### src/hdl/bitmap_set_clear_bit_search_macros.svh
// Assertion macros for the bitmap bit search block.
`ifndef BITMAP_SET_CLEAR_BIT_SEARCH_MACROS_SVH
`define BITMAP_SET_CLEAR_BIT_SEARCH_MACROS_SVH

// Same-cycle implication, checked outside reset.
`define BMS_ASSERT_NOW(lbl, ante, cons) \
  lbl: assert property (@(posedge clk) disable iff (rst) (ante) |-> (cons)) \
    else $error("bitmap search check failed");

// Next-cycle implication, checked outside reset.
`define BMS_ASSERT_NEXT(lbl, ante, cons) \
  lbl: assert property (@(posedge clk) disable iff (rst) (ante) |=> (cons)) \
    else $error("bitmap search check failed");

`endif

### src/hdl/bmsrch_pkg.sv
// Shared constants, types and bit-scan functions for the bitmap search block.
package bmsrch_pkg;

  localparam int OP_W     = 3;
  localparam int POS_W    = 12;
  localparam int WIDX_W   = 6;
  localparam int WORD_W   = 64;
  localparam int SIZE_W   = 13;
  localparam int PADDR_W  = 3;
  localparam int PDATA_W  = 32;

  localparam int MAP_WORDS_DEF = 64;

  localparam logic [SIZE_W-1:0] SIZE_RESET = 13'd4096;
  localparam logic [WORD_W-1:0] ALL_ONES   = 64'hffff_ffff_ffff_ffff;

  localparam logic [OP_W-1:0] OP_WRITE      = 3'd0;
  localparam logic [OP_W-1:0] OP_NEXT_SET   = 3'd1;
  localparam logic [OP_W-1:0] OP_NEXT_CLEAR = 3'd2;
  localparam logic [OP_W-1:0] OP_PREV_SET   = 3'd3;
  localparam logic [OP_W-1:0] OP_PREV_CLEAR = 3'd4;

  // register select bit (paddr[2])
  localparam logic REG_MAP_SIZE = 1'b0;

  typedef struct packed {
    logic accept;     // capture item, start first read
    logic step;       // advance to neighbor word
    logic hold_word;  // latch masked nonzero word
    logic clr_res;    // result: not found
    logic set_res;    // result: from bit scan
    logic load_out;   // move result to output register
  } ctrl_cmd_t;

  typedef struct packed {
    logic is_search;
    logic start_oob;
    logic word_nz;
    logic at_end;
  } ctrl_sts_t;

  // lowest set bit index, binary narrowing
  function automatic logic [5:0] ctz64(input logic [WORD_W-1:0] w);
    logic [WORD_W-1:0] v;
    logic [5:0]        n;
    v = w;
    n = '0;
    for (int k = 5; k >= 0; k--) begin
      if ((v & ((64'd1 << (1 << k)) - 64'd1)) == 64'd0) begin
        n = n + 6'(1 << k);
        v = v >> (1 << k);
      end
    end
    return n;
  endfunction

  // highest set bit index, 0 for a zero word
  function automatic logic [5:0] msb64(input logic [WORD_W-1:0] w);
    logic [WORD_W-1:0] v;
    logic [5:0]        n;
    v = w;
    n = '0;
    for (int k = 5; k >= 0; k--) begin
      if ((v >> (1 << k)) != 64'd0) begin
        n = n + 6'(1 << k);
        v = v >> (1 << k);
      end
    end
    return n;
  endfunction

endpackage

### src/hdl/bmsrch_dp.sv
// Datapath: map memory with valid bits, word walker, masking, bit scan, result registers.
module bmsrch_dp #(
  parameter int MAP_WORDS = bmsrch_pkg::MAP_WORDS_DEF
) (
  input  logic                          clk,
  input  logic                          rst,
  input  bmsrch_pkg::ctrl_cmd_t         ctl,
  output bmsrch_pkg::ctrl_sts_t         sts,
  input  logic [bmsrch_pkg::SIZE_W-1:0] map_size_bits,
  input  logic [bmsrch_pkg::OP_W-1:0]   operation,
  input  logic [bmsrch_pkg::POS_W-1:0]  start_position,
  input  logic [bmsrch_pkg::WIDX_W-1:0] word_index,
  input  logic [bmsrch_pkg::WORD_W-1:0] word_value,
  output logic                          found,
  output logic [bmsrch_pkg::POS_W-1:0]  bit_position
);
  import bmsrch_pkg::*;

  localparam int AW     = (MAP_WORDS > 1) ? $clog2(MAP_WORDS) : 1;
  localparam int CAP    = MAP_WORDS * WORD_W;
  localparam int CAP_W  = $clog2(CAP + 1);
  localparam int EW     = (CAP_W > SIZE_W) ? CAP_W : SIZE_W;
  localparam int CMP_W  = EW + 1;
  localparam int BPOS_W = AW + 6;

  logic [WORD_W-1:0] mem [MAP_WORDS];
  logic [MAP_WORDS-1:0] wvalid;

  logic [AW-1:0]     rd_addr;
  logic [WORD_W-1:0] rd_data;
  logic              rd_valid;

  logic [AW-1:0]     ptr;
  logic [AW-1:0]     ptr_next;
  logic [5:0]        from_low;
  logic              fwd;
  logic              inv;
  logic              first;
  logic [WORD_W-1:0] wreg;
  logic              res_found;
  logic [POS_W-1:0]  res_pos;

  logic [EW-1:0]     eff_size;
  logic [CMP_W-1:0]  nwords;
  logic [WORD_W-1:0] mask;
  logic [WORD_W-1:0] wcur;
  logic [BPOS_W-1:0] hit_pos;
  logic              hit_ok;
  logic              wr_en;
  logic [AW-1:0]     start_word;

  // effective size saturates at the map capacity
  assign eff_size = (EW'(map_size_bits) > EW'(CAP)) ? EW'(CAP) : EW'(map_size_bits);
  assign nwords   = (CMP_W'(eff_size) + CMP_W'(63)) >> 6;

  assign start_word = AW'(start_position[POS_W-1:6]);
  assign ptr_next   = fwd ? (ptr + AW'(1)) : (ptr - AW'(1));
  assign rd_addr    = ctl.step ? ptr_next : start_word;

  assign wr_en = ctl.accept && (operation == OP_WRITE) && (32'(word_index) < MAP_WORDS);

  always_ff @(posedge clk) begin
    if (wr_en) begin
      mem[AW'(word_index)] <= word_value;
    end
    rd_data <= mem[rd_addr];
  end

  // unwritten words read as zero
  always_ff @(posedge clk) begin
    if (rst) begin
      wvalid <= '0;
    end else if (wr_en) begin
      wvalid[AW'(word_index)] <= 1'b1;
    end
  end

  always_ff @(posedge clk) begin
    rd_valid <= wvalid[rd_addr];
  end

  always_comb begin
    if (!first) begin
      mask = ALL_ONES;
    end else if (fwd) begin
      mask = ALL_ONES << from_low;
    end else begin
      mask = ALL_ONES >> (6'd63 - from_low);
    end
  end

  assign wcur = ((rd_valid ? rd_data : '0) ^ {WORD_W{inv}}) & mask;

  assign sts.is_search = (operation == OP_NEXT_SET) || (operation == OP_NEXT_CLEAR) ||
                         (operation == OP_PREV_SET) || (operation == OP_PREV_CLEAR);
  assign sts.start_oob = EW'(start_position) >= eff_size;
  assign sts.word_nz   = (wcur != '0);
  assign sts.at_end    = fwd ? ((CMP_W'(ptr) + CMP_W'(1)) >= nwords) : (ptr == '0);

  assign hit_pos = fwd ? {ptr, ctz64(wreg)} : {ptr, msb64(wreg)};
  assign hit_ok  = !fwd || (CMP_W'(hit_pos) < CMP_W'(eff_size));

  always_ff @(posedge clk) begin
    if (ctl.accept) begin
      fwd      <= (operation == OP_NEXT_SET) || (operation == OP_NEXT_CLEAR);
      inv      <= (operation == OP_NEXT_CLEAR) || (operation == OP_PREV_CLEAR);
      from_low <= start_position[5:0];
      ptr      <= start_word;
      first    <= 1'b1;
    end else if (ctl.step) begin
      ptr   <= ptr_next;
      first <= 1'b0;
    end
    if (ctl.hold_word) begin
      wreg <= wcur;
    end
    if (ctl.clr_res) begin
      res_found <= 1'b0;
      res_pos   <= '0;
    end else if (ctl.set_res) begin
      res_found <= hit_ok;
      res_pos   <= hit_ok ? POS_W'(hit_pos) : '0;
    end
    if (ctl.load_out) begin
      found        <= res_found;
      bit_position <= res_pos;
    end
  end

endmodule

### config.mk
export PLATFORM = sky130hd
export DESIGN_NAME = bmsrch_dp
export DESIGN_NICKNAME = d
export VERILOG_FILES = /design/src/hdl/bitmap_set_clear_bit_search_macros.svh /design/src/hdl/bmsrch_pkg.sv /design/src/hdl/bmsrch_dp.sv
export SDC_FILE = /design/constraint.sdc
export NUM_CORES = 2
export LEC_CHECK = 0
export BUFFER_PORTS_ARGS = -buffer_cell sky130_fd_sc_hd__buf_4
export CAP_MARGIN = 20
export CORE_MARGIN = 5
export CORE_UTILIZATION = 30
export CTS_CLUSTER_SIZE = 8
export DETAILED_ROUTE_END_ITERATION = 6
export PLACE_DENSITY = 0.41
export SLEW_MARGIN = 20
export SYNTH_ARGS = -nofsm -noshare
export SYNTH_HDL_FRONTEND = slang
export SYNTH_SLANG_ARGS = --single-unit
### constraint.sdc
create_clock -name clk -period 15.08 [get_ports clk]
set_input_delay 3.77 -clock clk [delete_from_list [all_inputs] [get_ports clk]]
set_output_delay 3.77 -clock clk [all_outputs]
set_load 0.02 [all_outputs]
==> impl_results.md <==
- Clock skew: 79.9 ps
- Syn nets: 8,751
- Total Negative Setup Slacks: 0 ps
- Synth top area cells: edfxtp_1 74%, mux4_2 14%, nand2_1 2.4%
- PortBufs: 122
- Worst hold path type: flip-flop to flip-flop
- Capturing point of the worst reg2reg path: rd_data[49]
- Vias in the first global route: 93,200
- Pint: 22.6 mW
- Clock-pin transition on the worst setup and hold timing paths: 50 ps
- Fraction of registers with async set/reset: 0
- Total CTS buffers: 615
- Post-DP HPWL: 321 mm
- Power density cells: 159 mW/mm^2
- Crit. Startpoint: map_size_bits[8]
- Maximum buffer depth of the clock tree: 4
- Seq pwr share: 0.436
- Clock sink count: 4,330
- Ys flop type: edfxtp_1
- Final Hold Fails: 0
- Hold Buf Count CTS: 0
- RSZ-0062 raised after global routing: false
- Post-Route Utilization: 0.353
- DRT Pass-1 Iters: 6
- Mapped Avg Cell Area: 19.6 sq um
- Setup Crit Path Kind: input pin to output pin
- Crit path to: sts[2]
- Register area share after synthesis: 0.762
- Final period util: 0.720
- Area delta synth->final: 17.4%
- Crit Reg-Reg Startpoint: fwd
- Yosys reg bits: 4,330
- Initial Util: 0.301
- Row cnt: 275
- Max frequency: 92.1 MHz
- Comb power frac: 0.156
- Wire per inst: 34.8 um
- Root buf cell: clkbuf_16
- Worst VDD drop: 0.114 mV
- Final instance count without filler cells: 17,000
- Number of enable flip-flop cells after synthesis: 4,187
- Post-synth top area share: 0.745
- Final Max Tran Viols: 0
- Largest net degree at the start of global routing: 95
- Gr ovfl total: 0
- Most common cell after layout, fill and taps aside: edfxtp_1
- Layout net count: 9,272
- Net switching power: 8.90 mW
- CTS tree: done
- Data arrival, critical path: 7080 ps
- Status: complete, no violations
- Yosys top cell by area: edfxtp_1
- Setup Viol. Count Final: 0
- Total power: 31.5 mW
- Die ar.: 0.578 sq mm
- Total number of vias: 90,900
- # resized after CTS: 0
- Pleak: 62.0 nW
- Reg-to-reg setup timing slack: 8670 ps
- Placed Cells: 16,000
- CP Launch Type: input pin
- DR vias/cell: 5.36
- Post-synthesis cell area: 0.169 sq mm
- DRC Markers: 0
- GP Congestion: 0.829
- Commonest cells after routing, fill and taps aside: 4,187 x edfxtp_1, 1,072 x nand2_1, 1,040 x mux4_2
- Core Region: 0.561 sq mm
- Global-route wire length before repair: 806 mm
- Fraction of layout cells with a size suffix above 1: 0.240
- Later-pin clock latency in the skew report: 1080 ps
- Netlist cell types: 82
- Crit path max fanout: 4
- Drt total wl: 590 mm
- MaxCap Viol Count: 0
- Drt initial violations: 10,200
- H-Tree Level Count: 6
- Tmin final: 10,850 ps
- Antenna viol nets, final: 0
- Switch share: 0.282
- Die width: 760 um
- I/O pins: 123
- Worst relative slew slack: 0.189
- Post-Synthesis Cells: 8,608
- Initial antenna violation count: 62
- Synthesis Warnings: 0
- WP data required: 11,310 ps
- R2r worst-path depth: 13
- Total GRT Usage: 0.200
- Kind of end point of the critical path: output pin
- Worst-margin pin slew: 1210 ps
- Clock Power Share: 0.408
- Setup Fix Bufs, Post-CTS: 0
- DIE HEIGHT: 760 um
-- how the worst min path moves through the flow --
stage | from | endpoint | slack [ps] | cells past startpoint
2_1_floorplan | res_pos[0] | bit_position[0] | 410 | 0
3_3_place_gp | res_pos[6] | bit_position[6] | 420 | 0
3_5_place_dp | res_pos[7] | bit_position[7] | 420 | 0
4_1_cts | res_pos[7] | bit_position[7] | 430 | 0
5_1_grt | res_pos[6] | bit_position[6] | 440 | 0
6_report | res_pos[2] | bit_position[2] | 430 | 0
-- power groups by stage --
| stage | sequential [mW] | clock, mW | combinational [mW] |
|---|---|---|---|
| after CTS | 13.7 | 13.2 | 4.99 |
| after global placement | 14.0 | 0 | 4.98 |
| final | 13.7 | 12.9 | 4.91 |
| after floorplan | 13.7 | 0 | 2.84 |
| after detailed placement | 14.0 | 0 | 4.97 |
| after global routing | 13.7 | 13.7 | 5.26 |
-- metrics by stage --
| step | hold WS (ps) | worst slack, ps | instance area (sq um) |
|---|---|---|---|
| CTS | 431 | 4200 | 198000 |
| detailed placement | 419 | 4200 | 180000 |
| global route | 444 | 4030 | 198000 |
| finish | 430 | 4230 | 198000 |
| floorplan | 408 | 5040 | 169000 |
| global placement | 417 | 3700 | 180000 |
-- synthesized netlist by cell type, types with 10 or more instances --
cell and number:
a22o_1 10, o211ai_1 133, xnor2_1 18, inv_1 14, nor3_1 87, o21ai_0 64
buf_1 116, edfxtp_1 4187, nand2_1 1072, a21o_1 24, buf_2 63, mux4_2 1040
a31oi_1 83, a21oi_1 118, nor2_1 256, dfxtp_1 143, xor2_1 62, a311oi_1 132
a211oi_1 137, o21ba_2 12, and2_1 138, ha_1 36, clkbuf_1 329, nand3_1 147
nor4_1 20, mux2_2 10
-- per-layer routing --
metal / vias to the layer above / GRT usage / share of wire
met5: - / 0 / 0.000053
met4: 4 / 0.0460 / 0.023
met3: 758 / 0.0288 / 0.062
met2: 3369 / 0.311 / 0.46
met1: 50600 / 0.296 / 0.46
li1: 36200 / - / -
-- cell type report --
cell class / count / area, sq um
Antenna cell: 13 / 32.5
Clock buffer: 888 / 16600
Clock inverter: 58 / 1140
Fill cell: 52500 / 363000
Inverter: 17 / 63.8
Multi-Input combinational cell: 3749 / 38800
Sequential cell: 4330 / 129000
Tap cell: 7479 / 9360
Timing Repair Buffer: 416 / 3630
-- state kept, by name (all words and copies together) (netlist names) --
signal	flops
wreg	64
res_found	1
ptr	6
from_low	6
found	1
mem	4096
first	1
inv	1
wvalid	64
rd_valid	1
res_pos	12
bit_position	12
rd_data	64
fwd	1
-- cells by family after synthesis --
group	count (synthesis)	share of synthesized area
adder cells (fa/ha/maj)	37	0.00279
XOR/XNOR	80	0.00415
AND/OR/NAND/NOR	1795	0.0460
multiplexers	1059	0.140
flip-flops	4330	0.762
AO/OA/AOI/OAI	778	0.0332
buffers and inverters	529	0.0124
-- worst max-delay path, stage by stage --
cell and delay [ps]:
buf_4 120, or4_1 530, o41ai_1 650, nand2_1 200
ha_1 320, a21o_1 160, a21oi_1 200, nor2b_1 70
o21ai_0 190, nand2b_1 90, a21o_1 190, a21o_1 170
a31o_2 250, buf_4 160
Power figures use the tool's default switching activity.
