**src/hdl/bitmap_set_clear_bit_search_macros.svh**
```systemverilog
// Assertion macros for the bitmap bit search block.
`ifndef BITMAP_SET_CLEAR_BIT_SEARCH_MACROS_SVH
`define BITMAP_SET_CLEAR_BIT_SEARCH_MACROS_SVH

// Same-cycle implication, checked outside reset.
`define BMS_ASSERT_NOW(lbl, ante, cons) \
  lbl: assert property (@(posedge clk) disable iff (rst) (ante) |-> (cons)) \
    else $error("bitmap search check failed");

// Next-cycle implication, checked outside reset.
`define BMS_ASSERT_NEXT(lbl, ante, cons) \
  lbl: assert property (@(posedge clk) disable iff (rst) (ante) |=> (cons)) \
    else $error("bitmap search check failed");

`endif

```
**src/hdl/bmsrch_pkg.sv**
```systemverilog
// Shared constants, types and bit-scan functions for the bitmap search block.
package bmsrch_pkg;

  localparam int OP_W     = 3;
  localparam int POS_W    = 12;
  localparam int WIDX_W   = 6;
  localparam int WORD_W   = 64;
  localparam int SIZE_W   = 13;
  localparam int PADDR_W  = 3;
  localparam int PDATA_W  = 32;

  localparam int MAP_WORDS_DEF = 64;

  localparam logic [SIZE_W-1:0] SIZE_RESET = 13'd4096;
  localparam logic [WORD_W-1:0] ALL_ONES   = 64'hffff_ffff_ffff_ffff;

  localparam logic [OP_W-1:0] OP_WRITE      = 3'd0;
  localparam logic [OP_W-1:0] OP_NEXT_SET   = 3'd1;
  localparam logic [OP_W-1:0] OP_NEXT_CLEAR = 3'd2;
  localparam logic [OP_W-1:0] OP_PREV_SET   = 3'd3;
  localparam logic [OP_W-1:0] OP_PREV_CLEAR = 3'd4;

  // register select bit (paddr[2])
  localparam logic REG_MAP_SIZE = 1'b0;

  typedef struct packed {
    logic accept;     // capture item, start first read
    logic step;       // advance to neighbor word
    logic hold_word;  // latch masked nonzero word
    logic clr_res;    // result: not found
    logic set_res;    // result: from bit scan
    logic load_out;   // move result to output register
  } ctrl_cmd_t;

  typedef struct packed {
    logic is_search;
    logic start_oob;
    logic word_nz;
    logic at_end;
  } ctrl_sts_t;

  // lowest set bit index, binary narrowing
  function automatic logic [5:0] ctz64(input logic [WORD_W-1:0] w);
    logic [WORD_W-1:0] v;
    logic [5:0]        n;
    v = w;
    n = '0;
    for (int k = 5; k >= 0; k--) begin
      if ((v & ((64'd1 << (1 << k)) - 64'd1)) == 64'd0) begin
        n = n + 6'(1 << k);
        v = v >> (1 << k);
      end
    end
    return n;
  endfunction

  // highest set bit index, 0 for a zero word
  function automatic logic [5:0] msb64(input logic [WORD_W-1:0] w);
    logic [WORD_W-1:0] v;
    logic [5:0]        n;
    v = w;
    n = '0;
    for (int k = 5; k >= 0; k--) begin
      if ((v >> (1 << k)) != 64'd0) begin
        n = n + 6'(1 << k);
        v = v >> (1 << k);
      end
    end
    return n;
  endfunction

endpackage

```
**src/hdl/bmsrch_ctrl.sv**
```systemverilog
// Sequencer for one item at a time: accept, word scan, bit encode, result hand-off.
module bmsrch_ctrl (
  input  logic                  clk,
  input  logic                  rst,
  input  logic                  item_valid,
  output logic                  item_ready,
  output logic                  res_valid,
  input  logic                  res_ready,
  output bmsrch_pkg::ctrl_cmd_t ctl,
  input  bmsrch_pkg::ctrl_sts_t sts
);
  import bmsrch_pkg::*;

  typedef enum logic [1:0] {S_IDLE, S_SCAN, S_ENCODE, S_DONE} state_t;

  state_t state;
  state_t state_next;
  logic   res_valid_next;

  assign item_ready = (state == S_IDLE);

  always_comb begin
    ctl            = '0;
    state_next     = state;
    res_valid_next = res_valid && !res_ready;
    case (state)
      S_IDLE: begin
        if (item_valid) begin
          ctl.accept = 1'b1;
          if (sts.is_search && !sts.start_oob) begin
            state_next = S_SCAN;
          end else begin
            ctl.clr_res = 1'b1;
            state_next  = S_DONE;
          end
        end
      end
      S_SCAN: begin
        if (sts.word_nz) begin
          ctl.hold_word = 1'b1;
          state_next    = S_ENCODE;
        end else if (sts.at_end) begin
          ctl.clr_res = 1'b1;
          state_next  = S_DONE;
        end else begin
          ctl.step = 1'b1;
        end
      end
      S_ENCODE: begin
        ctl.set_res = 1'b1;
        state_next  = S_DONE;
      end
      S_DONE: begin
        if (!res_valid || res_ready) begin
          ctl.load_out   = 1'b1;
          res_valid_next = 1'b1;
          state_next     = S_IDLE;
        end
      end
      default: state_next = S_IDLE;
    endcase
  end

  always_ff @(posedge clk) begin
    if (rst) begin
      state     <= S_IDLE;
      res_valid <= 1'b0;
    end else begin
      state     <= state_next;
      res_valid <= res_valid_next;
    end
  end

endmodule

```
**config.mk**
```make
export PLATFORM = sky130hd
export DESIGN_NAME = bmsrch_ctrl
export DESIGN_NICKNAME = d
export VERILOG_FILES = /design/src/hdl/bitmap_set_clear_bit_search_macros.svh /design/src/hdl/bmsrch_pkg.sv /design/src/hdl/bmsrch_ctrl.sv
export SDC_FILE = /design/constraint.sdc
export NUM_CORES = 1
export LEC_CHECK = 0
export BUFFER_PORTS_ARGS = -buffer_cell sky130_fd_sc_hd__buf_2
export CORE_AREA = 4 4 41 43
export DETAILED_ROUTE_END_ITERATION = 7
export DIE_AREA = 0 0 45 47
export GPL_TIMING_DRIVEN = 0
export HOLD_SLACK_MARGIN = 0.1
export PLACE_DENSITY = 0.56
export SYNTH_ARGS = -nofsm -noshare
export SYNTH_HDL_FRONTEND = slang
export SYNTH_SLANG_ARGS = --single-unit
```
**constraint.sdc**
```tcl
create_clock -name clk -period 2.6 [get_ports clk]
set_input_delay 0.52 -clock clk [delete_from_list [all_inputs] [get_ports clk]]
set_output_delay 0.52 -clock clk [all_outputs]
set_load 0.05 [all_outputs]
```
==> flow_summary.html <==
<table>
<tr><th>Metric</th><th>Value</th></tr>
<tr><th colspan="2">Final layout</th></tr>
<tr><td>Number of antenna diodes</td><td>0</td></tr>
<tr><td>Layout cell share with drive strength beyond 1</td><td>46.9%</td></tr>
<tr><td>Multi-input combinational cell area</td><td>213 µm²</td></tr>
<tr><td>Final #Nets</td><td>63</td></tr>
<tr><td>Register Area</td><td>roughly 60 µm²</td></tr>
<tr><td>Synthesis-to-layout area growth</td><td>42.3%</td></tr>
<tr><td>Filler cell count in the final layout</td><td>155</td></tr>
<tr><th colspan="2">Timing</th></tr>
<tr><td>Highest attainable clock frequency</td><td>between 0.4 and 0.5 GHz</td></tr>
<tr><td>Unrepaired setup endpoints after global routing</td><td>no</td></tr>
<tr><td>Slew at the pin with the worst max-slew slack</td><td>about 0.27 ns</td></tr>
<tr><td>Final-report max-slew violation count</td><td>0</td></tr>
<tr><td>Final worst path period share</td><td>80.7%</td></tr>
<tr><td>Sum of negative setup slack</td><td>0 ns</td></tr>
<tr><td>Setup Skew</td><td>around 0.00099 ns</td></tr>
<tr><td>Final hold violation count</td><td>0</td></tr>
<tr><td>Final setup vio count</td><td>0</td></tr>
<tr><td>Post-route worst hold slack</td><td>0.481 ns</td></tr>
<tr><td>Max-slew headroom</td><td>82.2%</td></tr>
<tr><td>Clock period minus worst slack</td><td>2.10 ns</td></tr>
<tr><th colspan="2">Flow run</th></tr>
<tr><td>Number of maximum-capacitance violations</td><td>0</td></tr>
<tr><th colspan="2">Detailed routing</th></tr>
<tr><td>Initial DRC Count</td><td>0</td></tr>
<tr><td>Routed len/inst</td><td>around 9 µm</td></tr>
<tr><td>Count of unresolved DRC violations after routing</td><td>0</td></tr>
<tr><td>Count of nets left with antenna violations after detail routing</td><td>0</td></tr>
<tr><td>Pre-Repair DR Iteration Count</td><td>1</td></tr>
<tr><td>Via count</td><td>261</td></tr>
<tr><td>Vias per Instance</td><td>4.08</td></tr>
<tr><td>Wirelength, routed</td><td>560 µm</td></tr>
<tr><th colspan="2">Floorplan</th></tr>
<tr><td>Starting Density</td><td>between 20% and 30%</td></tr>
<tr><td>Overall die area</td><td>approximately 2100 µm²</td></tr>
<tr><td>Cell Rows</td><td>13</td></tr>
<tr><td>Y dimension of the die</td><td>~47 µm</td></tr>
<tr><td>CORE AREA</td><td>1300 µm²</td></tr>
<tr><td>Total I/O pin count</td><td>16</td></tr>
<tr><td>Width of the die</td><td>approximately 45 µm</td></tr>
<tr><th colspan="2">Yosys</th></tr>
<tr><td>Post-synthesis simple-gate area fraction</td><td>26.4%</td></tr>
<tr><td>Yosys Warn Count</td><td>0</td></tr>
<tr><td>Cell Area, Synth</td><td>around 280 µm²</td></tr>
<tr><td>Async set or reset register ratio after synthesis</td><td>0%</td></tr>
<tr><td>Instance count of the mapped netlist</td><td>30</td></tr>
<tr><td>Adder and majority cell fraction of the synthesized area</td><td>between 20 and 25%</td></tr>
<tr><td>Main flop type after synthesis</td><td>dfxtp_1</td></tr>
<tr><td>Proportion of synthesized area in mux cells</td><td>0%</td></tr>
<tr><td>Flops &amp; latches, synth</td><td>3</td></tr>
<tr><td>Post-synthesis average cell area</td><td>9.47 µm²</td></tr>
<tr><td>Sequential fraction of the synthesis area</td><td>21.1%</td></tr>
<tr><td>Synthesized netlist net count</td><td>43</td></tr>
<tr><td>Synth unique cells</td><td>18</td></tr>
<tr><td>Complex-gate fraction of the synthesized area</td><td>a little over a quarter</td></tr>
<tr><td>XOR/XNOR share of the synthesized area</td><td>0%</td></tr>
<tr><td>Main combinational cell family by area after synthesis</td><td>compound AO/OA/AOI/OAI gates</td></tr>
<tr><td>EDFF count, synth</td><td>0</td></tr>
<tr><th colspan="2">Clock network</th></tr>
<tr><td>Clock tree from TritonCTS</td><td>done</td></tr>
<tr><td>Depth of the CTS H-tree</td><td>1</td></tr>
<tr><td>Count of instances resized after the clock tree is built</td><td>0</td></tr>
<tr><td>Number of hold-repair buffers added at the cts stage</td><td>0</td></tr>
<tr><td>Clock latency of the later-clocked register in the worst-skew pair</td><td>0.23 ns</td></tr>
<tr><td>Number of buffers created by CTS</td><td>3</td></tr>
<tr><td>Clk pin slew, worst setup/hold paths</td><td>0.04 ns</td></tr>
<tr><td>Clock buffer depth</td><td>2</td></tr>
<tr><td>Post-CTS repair timing setup buffer count</td><td>0</td></tr>
<tr><td>Sink count of the clock tree</td><td>3</td></tr>
<tr><td>CTS root buffer</td><td>clkbuf_4</td></tr>
<tr><th colspan="2">Critical path</th></tr>
<tr><td>Launch point of the worst path</td><td>state[0]</td></tr>
<tr><td>Kind of end point of the critical path</td><td>output port</td></tr>
<tr><td>Arrival time worst endpoint</td><td>1.58 ns</td></tr>
<tr><td>Standard cell with the maximum stage delay on the critical path</td><td>dfxtp_1</td></tr>
<tr><td>Origin of the critical flop-to-flop path</td><td>state[1]</td></tr>
<tr><td>Worst setup path category</td><td>reg -&gt; out</td></tr>
<tr><td>Slowest stage delay, CP</td><td>roughly 0.38 ns</td></tr>
<tr><td>Reg2Reg Setup Slack</td><td>1.17 ns</td></tr>
<tr><td>Maximum fanout count along the critical path</td><td>4</td></tr>
<tr><td>Nature of the critical path startpoint</td><td>register</td></tr>
<tr><td>Critical path, cell by cell</td><td>inv_1 &gt; ha_1 &gt; and2_1 &gt; a22o_1 &gt; buf_2</td></tr>
<tr><td>Required time reported for the critical path endpoint</td><td>approximately 2.1 ns</td></tr>
<tr><th colspan="2">Global routing</th></tr>
<tr><td>Via count of the first global-routing pass</td><td>285</td></tr>
<tr><td>Initial antenna violation count</td><td>0</td></tr>
<tr><td>Largest net degree at the start of global routing</td><td>6</td></tr>
<tr><td>GRT overflow</td><td>0</td></tr>
<tr><td>First-pass GRT wire length</td><td>1.01 mm</td></tr>
<tr><td>Global-route usage over all layers</td><td>approximately 6.3%</td></tr>
<tr><th colspan="2">Place</th></tr>
<tr><td>Quantity of I/O buffers inserted on ports</td><td>15</td></tr>
<tr><td>HPWL after detailed placement</td><td>about 500 µm</td></tr>
<tr><td>Routability congestion estimate from global placement</td><td>0.623</td></tr>
<tr><th colspan="2">Min path</th></tr>
<tr><td>Min-delay src</td><td>rst</td></tr>
<tr><td>Tightest Hold Check Type</td><td>in -&gt; reg</td></tr>
<tr><th colspan="2">Pwr</th></tr>
<tr><td>Reported leakage power</td><td>0.000208 µW</td></tr>
<tr><td>Power density over the cells</td><td>roughly 1300 nW/µm²</td></tr>
<tr><td>Worst vdd ir</td><td>between 400 and 500 µV</td></tr>
<tr><td>Total chip power</td><td>535 µW</td></tr>
<tr><th colspan="2">Status</th></tr>
<tr><td>Run status</td><td>complete, no violations</td></tr>
</table>
[final timing paths]
check,to,cells past startpoint
hold reg to reg,state[0],2
setup reg to reg,state[1],6
hold / removal,state[0],2
setup / recovery,ctl[2],5
[cells in the mapped netlist (2+ instances only)]
master / number / area [µm²]
nor2_1: 3 / 11.3
inv_1: 3 / 11.3
dfxtp_1: 3 / 60.1
and2_1: 2 / 12.5
ha_1: 5 / 62.6
a21oi_1: 2 / 10.0
[metal layers]
metal,up-vias,routed length (µm),global-route usage (%)
met3,0,28,0
met4,0,0,5.26
met1,112,237,6.58
li1,143,-,-
met5,-,0,0
met2,6,294,11.9
[cell usage in the layout (no fill, tap or decap), drive strengths merged]
master / n
o21ai: 1
nor3b: 1
a21oi: 2
clkbuf: 4
a22o: 2
and2: 2
nor2b: 2
and2b: 1
a21o: 1
buf: 15
ha: 5
dfxtp: 3
inv: 3
nor2: 3
nand2: 1
a221oi: 1
nand2b: 1
a211oi: 1
[critical path, delay by kind of cell, from the launching register on]
kind	cells	cell delay, ns
AO/OA/AOI/OAI	1	0.22
adder cells (fa/ha/maj)	1	0.27
buffers and inverters	2	0.31
flip-flops	1	0.38
AND/OR/NAND/NOR	1	0.17
[state kept, by name, summed over array words and instances (netlist names)]
register   flops
state          2
res_valid      1
[through the flow]
step | setup WS, ns | area, µm² | std cells | utilization, %
finish | 0.501 | 404 | 64 | 31.1
global route | 0.396 | 404 | 64 | 31.1
CTS | 0.485 | 404 | 64 | 31.1
detailed placement | 0.729 | 378 | 60 | 29.0
global placement | 0.753 | 378 | 60 | 29.0
floorplan | 0.0366 | 284 | 30 | -
[final cells by class]
cell class                      count  area share [%]
Multi-Input combinational cell     24            52.6
Timing Repair Buffer               15            18.6
Sequential cell                     3            14.9
Clock buffer                        4            6.50
Tap cell                           15            4.64
Inverter                            3            2.79
[report_power, final]
| group | switching [µW] | internal (µW) | total (µW) |
|---|---|---|---|
| Clock | 21.9 | 57.4 | 79.3 |
| Combinational | 252 | 120 | 372 |
| Sequential | 19.4 | 64.5 | 83.9 |
| Total | 294 | 242 | 535 |
[kinds of logic (layout without fill, tap and decap cells)]
family                   after synthesis  in the layout
buffers and inverters                  3             22
adder cells (fa/ha/maj)                5              5
AND/OR/NAND/NOR                       11             11
flip-flops                             3              3
AO/OA/AOI/OAI                          8              8
Note: power is estimated with default switching activity, not from simulation.
